## config.mk

```make
export PLATFORM = sky130hd
export DESIGN_NAME = gate_language_tokenizer
export DESIGN_NICKNAME = d
export VERILOG_FILES = /design/src/rtl/core/glt_pkg.sv /design/src/rtl/core/gate_language_tokenizer.sv
export SDC_FILE = /design/constraint.sdc
export NUM_CORES = 1
export LEC_CHECK = 0
export CORE_UTILIZATION = 62
export CTS_BUF_LIST = sky130_fd_sc_hd__clkbuf_16
export DETAILED_ROUTE_END_ITERATION = 16
export DONT_BUFFER_PORTS = 1
export HOLD_SLACK_MARGIN = 0.1
export PLACE_DENSITY = 0.84
export SYNTH_ARGS = -nofsm -noshare
export SYNTH_HDL_FRONTEND = slang
export SYNTH_SLANG_ARGS = --single-unit
```

## constraint.sdc

```tcl
create_clock -name aclk -period 9.69 [get_ports aclk]
set_input_delay 1.4535 -clock aclk [delete_from_list [all_inputs] [get_ports aclk]]
set_output_delay 1.4535 -clock aclk [all_outputs]
set_load 0.01 [all_outputs]
```

## src/rtl/core/glt_pkg.sv

```systemverilog
// types, codes and character constants for the gate language tokenizer
// shared by gate_language_tokenizer; no dependencies
package glt_pkg;

    // token kinds seen on the result channel
    localparam logic [3:0] K_IDENT   = 4'd0;
    localparam logic [3:0] K_NUMBER  = 4'd1;
    localparam logic [3:0] K_CHIP    = 4'd2;
    localparam logic [3:0] K_LPAREN  = 4'd3;
    localparam logic [3:0] K_RPAREN  = 4'd4;
    localparam logic [3:0] K_LBRACE  = 4'd5;
    localparam logic [3:0] K_RBRACE  = 4'd6;
    localparam logic [3:0] K_LBRACK  = 4'd7;
    localparam logic [3:0] K_RBRACK  = 4'd8;
    localparam logic [3:0] K_COMMA   = 4'd9;
    localparam logic [3:0] K_SEMI    = 4'd10;
    localparam logic [3:0] K_EQUALS  = 4'd11;
    localparam logic [3:0] K_ARROW   = 4'd12;
    localparam logic [3:0] K_END     = 4'd13;
    localparam logic [3:0] K_ERROR   = 4'd14;

    // internal item kinds, wider so comment marks never reach the output
    localparam logic [4:0] R_LINE_START  = 5'd16;
    localparam logic [4:0] R_BLOCK_START = 5'd17;
    localparam logic [4:0] R_BLOCK_END   = 5'd18;
    localparam logic [4:0] R_NEWLINE     = 5'd19;

    // error codes
    localparam logic [1:0] E_NONE     = 2'd0;
    localparam logic [1:0] E_STRAY    = 2'd1;
    localparam logic [1:0] E_TOO_LONG = 2'd2;
    localparam logic [1:0] E_OPEN_END = 2'd3;

    // scan modes
    localparam logic [1:0] M_IDLE   = 2'd0;
    localparam logic [1:0] M_IDENT  = 2'd1;
    localparam logic [1:0] M_NUMBER = 2'd2;
    localparam logic [1:0] M_SKIP   = 2'd3;

    // held first character of a two-character token
    localparam logic [1:0] H_NONE  = 2'd0;
    localparam logic [1:0] H_SLASH = 2'd1;
    localparam logic [1:0] H_STAR  = 2'd2;
    localparam logic [1:0] H_DASH  = 2'd3;

    // keyword match progress
    localparam logic [2:0] KW_DONE = 3'd4;
    localparam logic [2:0] KW_FAIL = 3'd7;

    // characters
    localparam logic [7:0] CH_SPACE  = 8'h20;
    localparam logic [7:0] CH_TAB    = 8'h09;
    localparam logic [7:0] CH_NL     = 8'h0A;
    localparam logic [7:0] CH_LPAREN = 8'h28;
    localparam logic [7:0] CH_RPAREN = 8'h29;
    localparam logic [7:0] CH_LBRACE = 8'h7B;
    localparam logic [7:0] CH_RBRACE = 8'h7D;
    localparam logic [7:0] CH_LBRACK = 8'h5B;
    localparam logic [7:0] CH_RBRACK = 8'h5D;
    localparam logic [7:0] CH_COMMA  = 8'h2C;
    localparam logic [7:0] CH_SEMI   = 8'h3B;
    localparam logic [7:0] CH_EQUALS = 8'h3D;
    localparam logic [7:0] CH_SLASH  = 8'h2F;
    localparam logic [7:0] CH_STAR   = 8'h2A;
    localparam logic [7:0] CH_DASH   = 8'h2D;
    localparam logic [7:0] CH_GT     = 8'h3E;
    localparam logic [7:0] CH_ZERO   = 8'h30;
    localparam logic [7:0] CH_NINE   = 8'h39;
    localparam logic [7:0] CH_C      = 8'h63;
    localparam logic [7:0] CH_H      = 8'h68;
    localparam logic [7:0] CH_I      = 8'h69;
    localparam logic [7:0] CH_P      = 8'h70;

    localparam logic [15:0] LEN_MAX  = 16'hFFFF;
    localparam logic [15:0] LINE_MAX = 16'hFFFF;

    // one result item
    typedef struct packed {
        logic        last;
        logic [1:0]  err;
        logic [15:0] line;
        logic [29:0] val;
        logic [15:0] len;
        logic [15:0] start;
        logic [3:0]  kind;
    } token_t;

    // results and comment flags gathered while one byte is processed
    typedef struct packed {
        logic             lc;
        logic             bc;
        logic [1:0]       n;
        logic [15:0]      line;
        token_t [2:0]     res;
    } ctx_t;

    function automatic logic is_digit(logic [7:0] b);
        return (b >= CH_ZERO) && (b <= CH_NINE);
    endfunction

    function automatic logic is_ender(logic [7:0] b);
        logic r;
        unique case (b)
            CH_SPACE, CH_TAB, CH_LPAREN, CH_RPAREN, CH_LBRACE, CH_RBRACE,
            CH_LBRACK, CH_RBRACK, CH_DASH, CH_GT, CH_EQUALS, CH_SEMI,
            CH_COMMA, CH_NL, CH_STAR, CH_SLASH: r = 1'b1;
            default: r = 1'b0;
        endcase
        return r;
    endfunction

    function automatic logic [7:0] kw_char(logic [1:0] idx);
        logic [7:0] r;
        unique case (idx)
            2'd0: r = CH_C;
            2'd1: r = CH_H;
            2'd2: r = CH_I;
            default: r = CH_P;
        endcase
        return r;
    endfunction

    // append a result unless three are already gathered
    function automatic ctx_t push(ctx_t c, logic [3:0] kind, logic [15:0] st,
                                  logic [15:0] len, logic [29:0] val, logic [1:0] err);
        token_t t;
        t = '{last: 1'b0, err: err, line: c.line, val: val, len: len,
              start: st, kind: kind};
        if (c.n != 2'd3) begin
            c.res[c.n] = t;
            c.n = c.n + 2'd1;
        end
        return c;
    endfunction

    // update comment flags, then emit the item if no comment hides it
    function automatic ctx_t deliver(ctx_t c, logic [4:0] kind, logic [15:0] st,
                                     logic [15:0] len, logic [29:0] val, logic [1:0] err);
        if (c.lc && kind == R_NEWLINE) begin
            c.lc = 1'b0;
        end else if (c.bc && kind == R_BLOCK_END) begin
            c.bc = 1'b0;
        end else if (kind == R_LINE_START) begin
            c.lc = 1'b1;
        end else if (kind == R_BLOCK_START) begin
            c.bc = 1'b1;
        end
        if (!(c.lc || c.bc || kind == R_BLOCK_END || kind == R_NEWLINE)) begin
            c = push(c, kind[3:0], st, len, val, err);
        end
        return c;
    endfunction

endpackage

```

## src/rtl/core/gate_language_tokenizer.sv

```systemverilog
// gate_language_tokenizer: byte stream in, tokens of the gate language out
// uses glt_pkg for token types, codes and the comment and emit helpers
//
// the first token of a byte is on m_tdata in the cycle after the byte is taken
// throughput: one byte per cycle while each byte yields at most one token and
//   m_tready is high; a byte that yields more (up to three) holds the input
//   while the three-entry result buffer drains, one token per m_tready cycle
// reset: synchronous, active low; clears scan state, counters and the buffer count
module gate_language_tokenizer
    import glt_pkg::*;
#(
    parameter int unsigned MAX_SOURCE_BYTES = 65536,
    parameter int unsigned MAX_DIGITS       = 9
) (
    input  logic        aclk,
    input  logic        aresetn,
    input  logic        s_tvalid,
    output logic        s_tready,
    input  logic [7:0]  s_tdata,   // [7:0] in_byte
    input  logic        s_tlast,   // last_byte
    output logic        m_tvalid,
    input  logic        m_tready,
    output logic [87:0] m_tdata,   // [3:0] token_kind, [19:4] token_start,
                                   // [35:20] token_length, [65:36] number_value,
                                   // [81:66] line_index, [83:82] error_code,
                                   // [87:84] zero
    output logic        m_tlast    // run_last
);

    localparam int unsigned OFFSET_CAP_I =
        (MAX_SOURCE_BYTES - 1) < 65535 ? (MAX_SOURCE_BYTES - 1) : 65535;
    localparam logic [15:0] OFFSET_CAP = OFFSET_CAP_I[15:0];
    localparam logic [3:0]  DIGIT_MAX  = MAX_DIGITS[3:0];

    // scan state
    logic [1:0]  mode_reg,  mode_next;
    logic [1:0]  held_reg,  held_next;
    logic [15:0] start_reg, start_next;
    logic [15:0] boff_reg,  boff_next;
    logic [15:0] run_reg,   run_next;
    logic [29:0] acc_reg,   acc_next;
    logic [3:0]  dcnt_reg,  dcnt_next;
    logic [2:0]  kw_reg,    kw_next;
    logic        lc_reg,    bc_reg;
    logic [15:0] line_reg;

    // result buffer
    token_t [2:0] slot_reg;
    logic [1:0]   pend_reg;
    logic [1:0]   rd_reg;

    ctx_t        c;
    token_t      cur;
    logic        s_accept;
    logic        m_accept;
    logic [7:0]  b;
    logic [29:0] acc_x10;

    assign b        = s_tdata;
    assign s_accept = s_tvalid && s_tready;
    assign m_accept = m_tvalid && m_tready;
    assign acc_x10  = (acc_reg << 3) + (acc_reg << 1);

    // one byte through the scanner
    always_comb begin
        logic do_start;
        c          = '{lc: lc_reg, bc: bc_reg, n: 2'd0, line: line_reg, res: '0};
        mode_next  = mode_reg;
        held_next  = held_reg;
        start_next = start_reg;
        boff_next  = boff_reg;
        run_next   = run_reg;
        acc_next   = acc_reg;
        dcnt_next  = dcnt_reg;
        kw_next    = kw_reg;
        do_start   = 1'b0;

        // finish what the previous bytes left open
        if (held_reg != H_NONE) begin
            held_next = H_NONE;
            if (held_reg == H_SLASH && b == CH_SLASH) begin
                c = deliver(c, R_LINE_START, start_reg, 16'd2, '0, E_NONE);
            end else if (held_reg == H_SLASH && b == CH_STAR) begin
                c = deliver(c, R_BLOCK_START, start_reg, 16'd2, '0, E_NONE);
            end else if (held_reg == H_STAR && b == CH_SLASH) begin
                c = deliver(c, R_BLOCK_END, start_reg, 16'd2, '0, E_NONE);
            end else if (held_reg == H_DASH && b == CH_GT) begin
                c = deliver(c, {1'b0, K_ARROW}, start_reg, 16'd2, '0, E_NONE);
            end else begin
                c = deliver(c, {1'b0, K_ERROR}, start_reg, 16'd1, '0, E_STRAY);
                do_start = 1'b1;
            end
        end else if (mode_reg == M_IDENT) begin
            if (is_ender(b)) begin
                mode_next = M_IDLE;
                c = deliver(c, {1'b0, K_IDENT}, start_reg, run_reg, '0, E_NONE);
                do_start = 1'b1;
            end else begin
                if (run_reg != LEN_MAX) begin
                    run_next = run_reg + 16'd1;
                end
                if (kw_reg < KW_DONE && b == kw_char(kw_reg[1:0])) begin
                    kw_next = kw_reg + 3'd1;
                    if (kw_next == KW_DONE) begin
                        mode_next = M_IDLE;
                        c = deliver(c, {1'b0, K_CHIP}, start_reg, 16'd4, '0, E_NONE);
                    end
                end else begin
                    kw_next = KW_FAIL;
                end
            end
        end else if (mode_reg == M_NUMBER) begin
            if (is_digit(b)) begin
                if (dcnt_reg >= DIGIT_MAX) begin
                    mode_next = M_SKIP;
                    c = deliver(c, {1'b0, K_ERROR}, start_reg,
                                {12'd0, dcnt_reg} + 16'd1, '0, E_TOO_LONG);
                end else begin
                    acc_next  = acc_x10 + {26'd0, b[3:0]};
                    dcnt_next = dcnt_reg + 4'd1;
                    run_next  = run_reg + 16'd1;
                end
            end else begin
                mode_next = M_IDLE;
                c = deliver(c, {1'b0, K_NUMBER}, start_reg, run_reg, acc_reg, E_NONE);
                do_start = 1'b1;
            end
        end else if (mode_reg == M_SKIP) begin
            if (!is_digit(b)) begin
                mode_next = M_IDLE;
                do_start  = 1'b1;
            end
        end else begin
            do_start = 1'b1;
        end

        // this byte opens something new
        if (do_start) begin
            unique case (b)
                CH_SPACE, CH_TAB: ;
                CH_LPAREN: c = deliver(c, {1'b0, K_LPAREN}, boff_reg, 16'd1, '0, E_NONE);
                CH_RPAREN: c = deliver(c, {1'b0, K_RPAREN}, boff_reg, 16'd1, '0, E_NONE);
                CH_LBRACE: c = deliver(c, {1'b0, K_LBRACE}, boff_reg, 16'd1, '0, E_NONE);
                CH_RBRACE: c = deliver(c, {1'b0, K_RBRACE}, boff_reg, 16'd1, '0, E_NONE);
                CH_LBRACK: c = deliver(c, {1'b0, K_LBRACK}, boff_reg, 16'd1, '0, E_NONE);
                CH_RBRACK: c = deliver(c, {1'b0, K_RBRACK}, boff_reg, 16'd1, '0, E_NONE);
                CH_COMMA:  c = deliver(c, {1'b0, K_COMMA},  boff_reg, 16'd1, '0, E_NONE);
                CH_SEMI:   c = deliver(c, {1'b0, K_SEMI},   boff_reg, 16'd1, '0, E_NONE);
                CH_EQUALS: c = deliver(c, {1'b0, K_EQUALS}, boff_reg, 16'd1, '0, E_NONE);
                CH_NL: begin
                    c = deliver(c, R_NEWLINE, boff_reg, 16'd1, '0, E_NONE);
                    if (c.line != LINE_MAX) begin
                        c.line = c.line + 16'd1;
                    end
                end
                CH_SLASH: begin
                    held_next  = H_SLASH;
                    start_next = boff_reg;
                end
                CH_STAR: begin
                    held_next  = H_STAR;
                    start_next = boff_reg;
                end
                CH_DASH: begin
                    held_next  = H_DASH;
                    start_next = boff_reg;
                end
                CH_GT: c = deliver(c, {1'b0, K_ERROR}, boff_reg, 16'd1, '0, E_STRAY);
                default: begin
                    start_next = boff_reg;
                    run_next   = 16'd1;
                    if (is_digit(b)) begin
                        mode_next = M_NUMBER;
                        acc_next  = {26'd0, b[3:0]};
                        dcnt_next = 4'd1;
                    end else begin
                        mode_next = M_IDENT;
                        kw_next   = (b == CH_C) ? 3'd1 : KW_FAIL;
                    end
                end
            endcase
        end

        if (boff_reg < OFFSET_CAP) begin
            boff_next = boff_reg + 16'd1;
        end

        // end of source: report an open token as an error, end token, back to reset
        if (s_tlast) begin
            if (held_next != H_NONE) begin
                c = deliver(c, {1'b0, K_ERROR}, start_next, 16'd1, '0, E_STRAY);
            end else if (mode_next == M_IDENT || mode_next == M_NUMBER) begin
                c = deliver(c, {1'b0, K_ERROR}, start_next, run_next, '0, E_OPEN_END);
            end
            c = push(c, K_END, boff_next, 16'd0, '0, E_NONE);
            mode_next  = M_IDLE;
            held_next  = H_NONE;
            start_next = '0;
            boff_next  = '0;
            run_next   = '0;
            acc_next   = '0;
            dcnt_next  = '0;
            kw_next    = '0;
            c.lc       = 1'b0;
            c.bc       = 1'b0;
            c.line     = '0;
        end

        // mark the last result of this byte
        if (c.n != 2'd0) begin
            c.res[c.n - 2'd1].last = 1'b1;
        end
    end

    // scan state registers
    always_ff @(posedge aclk) begin
        if (!aresetn) begin
            mode_reg  <= M_IDLE;
            held_reg  <= H_NONE;
            start_reg <= '0;
            boff_reg  <= '0;
            run_reg   <= '0;
            acc_reg   <= '0;
            dcnt_reg  <= '0;
            kw_reg    <= '0;
            lc_reg    <= 1'b0;
            bc_reg    <= 1'b0;
            line_reg  <= '0;
        end else if (s_accept) begin
            mode_reg  <= mode_next;
            held_reg  <= held_next;
            start_reg <= start_next;
            boff_reg  <= boff_next;
            run_reg   <= run_next;
            acc_reg   <= acc_next;
            dcnt_reg  <= dcnt_next;
            kw_reg    <= kw_next;
            lc_reg    <= c.lc;
            bc_reg    <= c.bc;
            line_reg  <= c.line;
        end
    end

    // result buffer control
    always_ff @(posedge aclk) begin
        if (!aresetn) begin
            pend_reg <= 2'd0;
            rd_reg   <= 2'd0;
        end else if (s_accept) begin
            pend_reg <= c.n;
            rd_reg   <= 2'd0;
        end else if (m_accept) begin
            pend_reg <= pend_reg - 2'd1;
            rd_reg   <= rd_reg + 2'd1;
        end
    end

    // result buffer payload
    always_ff @(posedge aclk) begin
        if (s_accept) begin
            slot_reg <= c.res;
        end
    end

    // input taken once the buffer empties in this cycle
    assign s_tready = (pend_reg == 2'd0) || (pend_reg == 2'd1 && m_tready);

    assign cur      = slot_reg[rd_reg];
    assign m_tvalid = (pend_reg != 2'd0);
    assign m_tdata  = {4'd0, cur.err, cur.line, cur.val, cur.len, cur.start, cur.kind};
    assign m_tlast  = cur.last;

    // buffer read pointer never passes the filled slots
    assert property (@(posedge aclk) disable iff (!aresetn)
        m_tvalid |-> ({1'b0, rd_reg} + {1'b0, pend_reg}) <= 3'd3)
        else $error("result buffer pointer out of range");

    // the final result of a request carries tlast
    assert property (@(posedge aclk) disable iff (!aresetn)
        m_accept && pend_reg == 2'd1 |-> m_tlast)
        else $error("last result of a request without tlast");

    // end token always closes its run
    assert property (@(posedge aclk) disable iff (!aresetn)
        m_tvalid && cur.kind == K_END |-> m_tlast)
        else $error("end token not last");

    // error code set exactly on error tokens
    assert property (@(posedge aclk) disable iff (!aresetn)
        m_tvalid |-> ((cur.kind == K_ERROR) == (cur.err != E_NONE)))
        else $error("error code does not match token kind");

    // end of source returns scan state to reset
    assert property (@(posedge aclk) disable iff (!aresetn)
        s_accept && s_tlast |=> mode_reg == M_IDLE && held_reg == H_NONE &&
                                boff_reg == 16'd0 && line_reg == 16'd0 &&
                                !lc_reg && !bc_reg)
        else $error("state not cleared after end of source");

endmodule
```

# ---- After elaboration in Yosys (flattened, before gate mapping)
# Cells that the tools add are included.
# Widths: inputs -> output; s select.
dict set report op_classes {
  order_cmp 14
  n_eq_ne 35
  n_reduce_logical 30
  n_bitwise 1
  muxes 164
  n_addsub 14
}
# operator count
set op_table {}
lappend op_table {{$mux 272} 16}
lappend op_table {{$mux 273} 15}
lappend op_table {{$bwmux 255} 14}
lappend op_table {{$mux 255} 14}
lappend op_table {{$pmux 275 s11} 1}
lappend op_table {{$mux 275} 4}
lappend op_table {{$demux 85 s2} 4}
lappend op_table {{$mux 274} 2}
lappend op_table {{$mux 85} 5}
lappend op_table {{$mux 30} 9}
lappend op_table {{$mux 16} 16}
lappend op_table {{$bmux 85 s2} 1}
lappend op_table {{$eq 8x6->1 const B} 10}
lappend op_table {{$add 16x1->16 const B} 3}
lappend op_table {{$mux 2} 22}
lappend op_table {{$eq 8x7->1 const B} 5}
lappend op_table {{$mux 4} 9}
lappend op_table {{$ne 16x16->1 const B} 2}
lappend op_table {{$add 30x30->30} 1}
lappend op_table {{$add 30x4->30} 1}
lappend op_table {{$mux 3} 9}
lappend op_table {{$mux 8} 3}
lappend op_table {{$mux 1} 18}
lappend op_table {{$eq 8x4->1 const B} 2}
lappend op_table {{other kinds (27)} 72}
dict set report totals {
  inputBits 13
  elab_cells 292
  reg_bits 366
  output_inout_bits 91
}

# ---- Depth between registers and ports, before layout
# Gate-level depths: netlist of the first run.
dict set report logic_depth {
  word_depth 47
  ltp_mapped 18
  mapped_depth_nobuf 15
}

# ---- Least setup slack after synthesis of the first run
# OpenSTA, ideal clock, no wires.
dict set report synth_timing {
  path_type {input to register}
  startpoint {input m_tready}
  endpoint {register acc_reg[23]}
  cell_stages 10
  required_time_ns 9.566
  path_buffers 1
  arrival_ns 7.888
  slack_ns 1.678
  setup_ns 0.124
  cell_sequence {nand2_1 > nand2_1 > nand2_1 > clkinv_1 > and3_1 > clkbuf_1 > nand2_1 > o21ai_1 > a211oi_1 > nand3_1}
}
dict set report synth_between {
  elab_chain_cells 3
}
# item line
set synth_lines {}
lappend synth_lines {{start: declaration} gate_language_tokenizer.sv:22} ;# input logic m_tready,
lappend synth_lines {{$logic_and 1x1->1} gate_language_tokenizer.sv:266} ;# assign s_tready = (pend_reg == 2'd0) || (pend_reg == 2'd1 && m_tready);
lappend synth_lines {{$logic_or 1x1->1} gate_language_tokenizer.sv:266}
lappend synth_lines {{net s_tready} gate_language_tokenizer.sv:18} ;# output logic s_tready,
lappend synth_lines {{$logic_and 1x1->1} gate_language_tokenizer.sv:60} ;# assign s_accept = s_tvalid && s_tready;
lappend synth_lines {{net s_accept} gate_language_tokenizer.sv:54} ;# logic s_accept;
lappend synth_lines {{end signal: assignment} gate_language_tokenizer.sv:235} ;# acc_reg <= acc_next;
lappend synth_lines {{end: declaration} gate_language_tokenizer.sv:41} ;# logic [29:0] acc_reg, acc_next;
# The timed path passes the listed nets, and every way through them passes these cells.
# A chain may end at the register's enable or synchronous reset.

==> flow_summary_export.csv, run 1 <==
group,metric,value,unit
routing,vias_per_cell,6.55,
floorplanning,fp-row-count,61,
floorplanning,die_y,171,µm
global_route,grt_pass1_wl,74500,µm
status,status,"finished, final reports clean",
power,swShare,31.8,%
sta,grt_setup_unrepaired,"false",
critical_path,worst_setup_path_end_kind,"register",
routing,vias,14900,
cells_and_area,final_cell_mix,"nand2_1, o21ai_0, edfxtp_1",
placement,dp_hpwl,31500,µm
critical_path,slowest_stage,"nand2_1",
global_route,overflow,0,
worst_hold_path,hold_end,"acc_reg[29]",
worst_hold_path,min_from,"acc_reg[29]",
synthesis,synthFlopType,"edfxtp_1",
cts,numCtsBuffers,31,
cells_and_area,stdcell_area,0.0188,mm²
cells_and_area,nets,1960,
critical_path,worstPathArrival,6080,ps
synthesis,synthCells,1956,
sta,setup_ws,3920,ps
global_route,grt_use_total,32.3,%
sta,finalHoldViolations,0,
critical_path,crit_fanout,30,
cts,root_buffer,"clkbuf_16",
power,combPwrFrac,21.1,%
cells_and_area,fin_util,67.2,%
placement,portBuffers,0,
cts,clock_path_buffers,3,
critical_path,worstRegToRegCells,15,
sta,worst_slew_pin_slew,1340,ps
cells_and_area,largest_register_ffs,193,
floorplanning,start_util,63.3,%
power,power_frac_clock,31.2,%
critical_path,required,10000,ps
cts,cts_sinks,304,
synthesis,synth_enable_flop_cells,193,
routing,drt_first_pass_iters,6,
power,power.leakage,6.69,nW
sta,tns,0,ps
routing,drt_iter0_markers,1749,
cts,clk_latency,570,ps
routing,postRouteAntennaNets,0,
critical_path,cp_top_family,"simple AND/OR/NAND/NOR gates",
sta,relSlewSlack,10.6,%
synthesis,ys_ff_latch,304,
critical_path,critical_path.cell_chain,"nor4bb_1, nand2_1, nor4_2, nor3_1, a21oi_4, ha_1, nand2b_1, o21ai_2, nand2_1, nand2_1, nor2_1, buf_4, and2_1",
global_route,grt_pass1_vias,13800,
cts,path_clk_slew,60,ps
cells_and_area,antenna_cells,0,
synthesis,ys_warn_count,0,
critical_path,r2r_setup_slack,4310,ps
run,cap_violations,0,
worst_hold_path,whs_path_depth,2,
global_route,antenna_found_initial,0,
cts,post_cts_buffers,0,
sta,fmaxAchievable,173,MHz
routing,drc_errors,0,
cts,postCtsHoldBufs,0,
cells_and_area,area_growth,6.11,%
critical_path,worstSetupStartpointType,"primary input",
critical_path,crit_top_cell,"nand2_1",
cts,cts_resized,0,
placement,dpl_worst_slack,3590,ps
cells_and_area,layout_commonest_cell,"nand2_1",
sta,drv_slew,0,
sta,period_share,59.5,%
critical_path,worstReg2RegEnd,"slot_reg[57]",
sta,finClkSkew,18.7,ps
power,p_int,2.52,mW
critical_path,cp_num_buf_inv,1,
cts,cts_max_level,1,
critical_path,critPathKind,"in2reg",
sta,period_minus_slack,5770,ps
synthesis,synth_cell_types,91,
synthesis,async_flop_share,0,%
synthesis,seq_area_frac_synth,45.3,%
floorplanning,io_pins,104,
power,powerDensity,197,mW/mm²
synthesis,synth_area,0.0177,mm²
floorplanning,die_area,0.0292,mm²
power,ir_drop,0.000145,V
sta,setup_viol,0,
worst_hold_path,hold_class,"reg2reg",
floorplanning,dieWidth,171,µm
routing,wl_per_cell,20.8,µm
cells_and_area,drive_above_1_share,5.25,%
global_route,grt_max_degree,86,
sta,fin_worst_hold_slack,476,ps
placement,place.gp.congestion,0.972,
cells_and_area,fillers,2233,
critical_path,timing.rr.start,"kw_reg[0]",
routing,drt-total-wl,47500,µm
critical_path,cpPeakStageDelay,830,ps
power,seqPwrFrac,47.7,%
power,p_sw,1.18,mW
cts,cts_tree,"done",
placement,place_area,0.0178,mm²
floorplanning,fp.coreArea,0.0279,mm²
synthesis,synth_area_per_cell,9.04,µm²
[worst reg2reg max path: cells and delay by family (launching register included)]
family                     cells  cell delay (ps)
adders and majority gates      2              710
and+or+nand+nor                8             2530
buffers and inverters          2              320
xor gates and xnor gates       1              170
AOI/OAI and AO/OA              2              990
DFF                            1              440
[Yosys cell counts (4+ instances only)]
master    number  area share [%]
a41oi_1        4            0.20
ha_1          66             4.7
o211ai_1       6            0.25
xnor2_1       32             1.6
a31oi_1        9            0.32
or2_2          9            0.32
buf_4          9            0.38
buf_2         18            0.51
nor3b_1        4            0.17
nand4_1       20            0.71
a21o_1        19            0.81
and3_1        18            0.64
edfxtp_1     193              33
a22oi_1       10            0.42
or3_1         11            0.39
o22ai_1       18            0.64
nor2_1       156             3.3
a21oi_1       94             2.7
nor2b_1       14            0.50
nand2_1      281             6.0
nand4b_1       4            0.20
a221oi_1      17            0.84
a211oi_1       5            0.21
o31ai_1       15            0.64
inv_1         40            0.85
nor3_1        33            0.93
dfxtp_1      111              13
a22o_1        22             1.1
a221o_1        9            0.51
nand3_1       67             1.9
and2_1        69             2.4
o21ai_0      243             6.9
or4_1          4            0.17
o21ai_1        7            0.20
nor4_1         4            0.14
and4_1         6            0.30
o21a_1         8            0.34
clkbuf_1     100             2.1
mux2i_1       77             4.4
o21bai_1       4            0.17
nand2b_1      10            0.35
xor2_1        26             1.3
o221ai_1       6            0.30
a21boi_0       6            0.25
buf_1          7            0.15
[logic make-up after synthesis]
group / after synthesis / share of synthesized area (%)
AOI/OAI and AO/OA: 540 / 18.8
xor gates and xnor gates: 59 / 2.96
adders and majority gates: 68 / 4.90
buffers and inverters: 177 / 4.12
DFF: 304 / 45.3
muxes: 77 / 4.36
other: 1 / 0.0212
and+or+nand+nor: 730 / 19.5
[power groups by stage]
stage	clock network, mW	logic (mW)	registers, mW
after global placement	0	0.755	1.78
after CTS	1.16	0.779	1.76
after floorplan	0	0.581	1.80
final	1.15	0.781	1.76
after detailed placement	0	0.778	1.78
after global routing	1.21	0.848	1.78
[layer usage]
metal	part of all wire, %	global-route usage, %	up-vias
li1	-	-	6934
met1	41	44.3	7130
met2	46	52.9	754
met3	9.4	4.79	116
met4	2.8	9.67	0
met5	0	0	-
[area by class of cell]
type | count | area (µm²) | share of cell area (%)
clock buffers | 31 | 776 | 4.13
clock inverters | 26 | 189 | 1.01
inverters | 42 | 163 | 0.867
multi-input cells | 1478 | 8980 | 47.8
flip-flops and latches | 304 | 8020 | 42.8
well taps | 378 | 473 | 2.52
repair buffers | 22 | 165 | 0.880
[worst max-delay path by stage]
| stage | slack [ps] | to | depth (start not counted) | from |
|---|---|---|---|---|
| final | 3920 | slot_reg[57] | 13 | s_tdata[7] |
| after global routing | 3840 | slot_reg[45] | 13 | s_tdata[7] |
| after CTS | 4150 | slot_reg[30] | 12 | s_tdata[7] |
| after detailed placement | 3590 | slot_reg[65] | 13 | s_tdata[7] |
| after global placement | 3710 | slot_reg[51] | 13 | s_tdata[4] |
| after floorplan | 1680 | acc_reg[23] | 10 | m_tready |
[stage by stage]
step           total power, mW  cells
6_report                  3.69   2281
5_1_grt                   3.84   2281
4_1_cts                   3.70   2281
3_5_place_dp              2.56   2224
3_3_place_gp              2.53   2224
2_1_floorplan             2.38   1959
No activity file was read; power rests on OpenSTA's default activity.
==> inputs of run 2 (changes only) <==
--- a/config.mk
+++ b/config.mk
@@ -5,12 +5,12 @@
 export SDC_FILE = /design/constraint.sdc
 export NUM_CORES = 1
 export LEC_CHECK = 0
-export CORE_UTILIZATION = 62
+export CORE_UTILIZATION = 58
 export CTS_BUF_LIST = sky130_fd_sc_hd__clkbuf_16
 export DETAILED_ROUTE_END_ITERATION = 16
 export DONT_BUFFER_PORTS = 1
 export HOLD_SLACK_MARGIN = 0.1
-export PLACE_DENSITY = 0.84
+export PLACE_DENSITY = 0.82
 export SYNTH_ARGS = -nofsm -noshare
 export SYNTH_HDL_FRONTEND = slang
 export SYNTH_SLANG_ARGS = --single-unit
==> constraint.sdc (replaced) <==
create_clock -name aclk -period 5.1 [get_ports aclk]
set_input_delay 0.765 -clock aclk [delete_from_list [all_inputs] [get_ports aclk]]
set_output_delay 0.765 -clock aclk [all_outputs]
set_load 0.01 [all_outputs]
==> run 2 against run 1 <==
Against the previous run:
- hold slack lost 92 ps
- clock skew increased by 6.3 ps
- sequential power up 90%
- non-clock buffer count increased by 9
- clock-buffer cell count rose by 3
- final cell count grew 1.1%
- sequential cell count unchanged
- final area grew 1.2%
- critical endpoint is now acc_reg[23]
- highest routed layer unchanged
==> flow_summary_export.csv, run 2 (same netlist as run 1, synthesis figures left out) <==
group,metric,value,unit
status,status,"finished, final reports clean",
sta,finClkSkew,24.9,ps
routing,vias,14900,
global_route,overflow,0,
cells_and_area,stdcell_area,0.0190,mm²
cells_and_area,multiInputGateArea,0.00897,mm²
sta,relSlewSlack,19.5,%
sta,fin_worst_hold_slack,384,ps
floorplanning,start_util,59.4,%
cells_and_area,drive_above_1_share,6.26,%
power,swShare,31.8,%
power,powerDensity,381,mW/mm²
cts,postCtsHoldBufs,0,
critical_path,worst_setup_path_end_kind,"register",
floorplanning,io_pins,104,
power,power.leakage,6.79,nW
sta,setup_viol,0,
global_route,antenna_found_initial,0,
run,cap_violations,0,
cells_and_area,antenna_cells,0,
power,seqPwrFrac,46.2,%
critical_path,worstSetupStartpointType,"register",
routing,drt_iter0_markers,1717,
power,p_int,4.94,mW
power,ir_drop,0.000376,V
sta,grt_setup_unrepaired,"false",
cells_and_area,largest_register_ffs,193,
global_route,grt_max_degree,200,
cts,path_clk_slew,70,ps
cts,clk_latency,530,ps
sta,period_minus_slack,4160,ps
placement,dp_hpwl,30900,µm
critical_path,worstPathArrival,4620,ps
floorplanning,die_area,0.0312,mm²
cells_and_area,nets,1972,
power,power_frac_clock,33.2,%
power,p_sw,2.30,mW
placement,place.gp.congestion,0.980,
critical_path,worstRegToRegCells,12,
critical_path,critPathKind,"reg2reg",
cells_and_area,seq_area,0.00802,mm²
placement,place_area,0.0179,mm²
cts,clock_path_buffers,3,
critical_path,required,5560,ps
global_route,grt_pass1_wl,74100,µm
global_route,grt_use_total,29.8,%
cells_and_area,final_cell_mix,"nand2_1, o21ai_0, edfxtp_1",
power,combPwrFrac,20.6,%
cells_and_area,fillers,2398,
floorplanning,dieWidth,177,µm
cts,cts_sinks,304,
routing,drt-total-wl,46500,µm
sta,fmaxAchievable,240,MHz
cts,cts_tree,"done",
routing,wl_per_cell,20.2,µm
cts,post_cts_buffers,0,
cts,cts_max_level,2,
floorplanning,fp-row-count,63,
routing,postRouteAntennaNets,0,
worst_hold_path,whs_path_depth,1,
cts,numCtsBuffers,34,
sta,worst_slew_pin_slew,1210,ps
routing,drc_errors,0,
floorplanning,fp.coreArea,0.0298,mm²
sta,drv_slew,0,
cells_and_area,layout_commonest_cell,"nand2_1",
placement,portBuffers,0,
routing,drt_first_pass_iters,9,
cells_and_area,area_growth,7.34,%
sta,period_share,81.6,%
critical_path,crit_fanout,5,
cts,cts_resized,0,
global_route,grt_pass1_vias,14000,
floorplanning,die_y,177,µm
worst_hold_path,hold_class,"in2reg",
sta,finalHoldViolations,0,
sta,tns,0,ps
routing,vias_per_cell,6.48,
cts,root_buffer,"clkbuf_16",
==> run 2: power by group through the flow <==
| stage | registers [mW] | logic (mW) | clock network (mW) |
|---|---|---|---|
| 6_report | 3.35 | 1.49 | 2.40 |
| 5_1_grt | 3.39 | 1.62 | 2.51 |
| 4_1_cts | 3.35 | 1.49 | 2.43 |
| 3_5_place_dp | 3.39 | 1.48 | 0 |
| 3_3_place_gp | 3.37 | 1.45 | 0 |
| 2_1_floorplan | 3.37 | 1.10 | 0 |
==> run 2: layer usage <==
layer  global-route usage (%)  share of wire [%]  wire length (µm)  vias to the layer above
met5                        0                  0                 0                        -
met4                     10.2                2.8              1330                        0
met3                     5.86                9.9              4620                      108
met2                     48.2                 46             21500                      780
met1                     39.8                 41             19100                     7100
li1                         -                  -                 -                     6956
==> run 2: cell type report <==
type / count / area share, %
tap: 390 / 2.57
inverter: 42 / 0.857
clock buffer: 34 / 4.48
sequential: 304 / 42.3
multi-input combinational: 1478 / 47.3
timing repair buffer: 31 / 1.29
clock inverter: 28 / 1.27
==> run 2: worst max-delay path, stage by stage, from the launching register on <==
cell and delay, ps:
dfxtp_1 450, fa_1 480, ha_1 280, a21o_1 190, a21o_1 210, a2111oi_0 710
nor3_1 180, o21a_1 230, a311o_1 350, a21o_1 200, a31o_2 250, or4b_1 470
nand3_1 100
==> run 2: metrics by stage <==
| step | total power, mW | cells | util, % | setup WS, ps |
|---|---|---|---|---|
| detailed placement | 4.88 | 2245 | 60.0 | 629 |
| CTS | 7.27 | 2307 | 63.7 | 992 |
| floorplan | 4.47 | 1959 | - | 306 |
| finish | 7.24 | 2307 | 63.7 | 940 |
| global route | 7.52 | 2307 | 63.7 | 708 |
| global placement | 4.82 | 2245 | 60.0 | 709 |
==> run 2: final timing paths <==
kind                    start          end  slack [ps]
setup / recovery   acc_reg[2]  acc_reg[23]         940
hold / removal     s_tdata[0]   acc_reg[0]         380
setup reg to reg   acc_reg[2]  acc_reg[23]         940
hold reg to reg   acc_reg[29]  acc_reg[29]         460
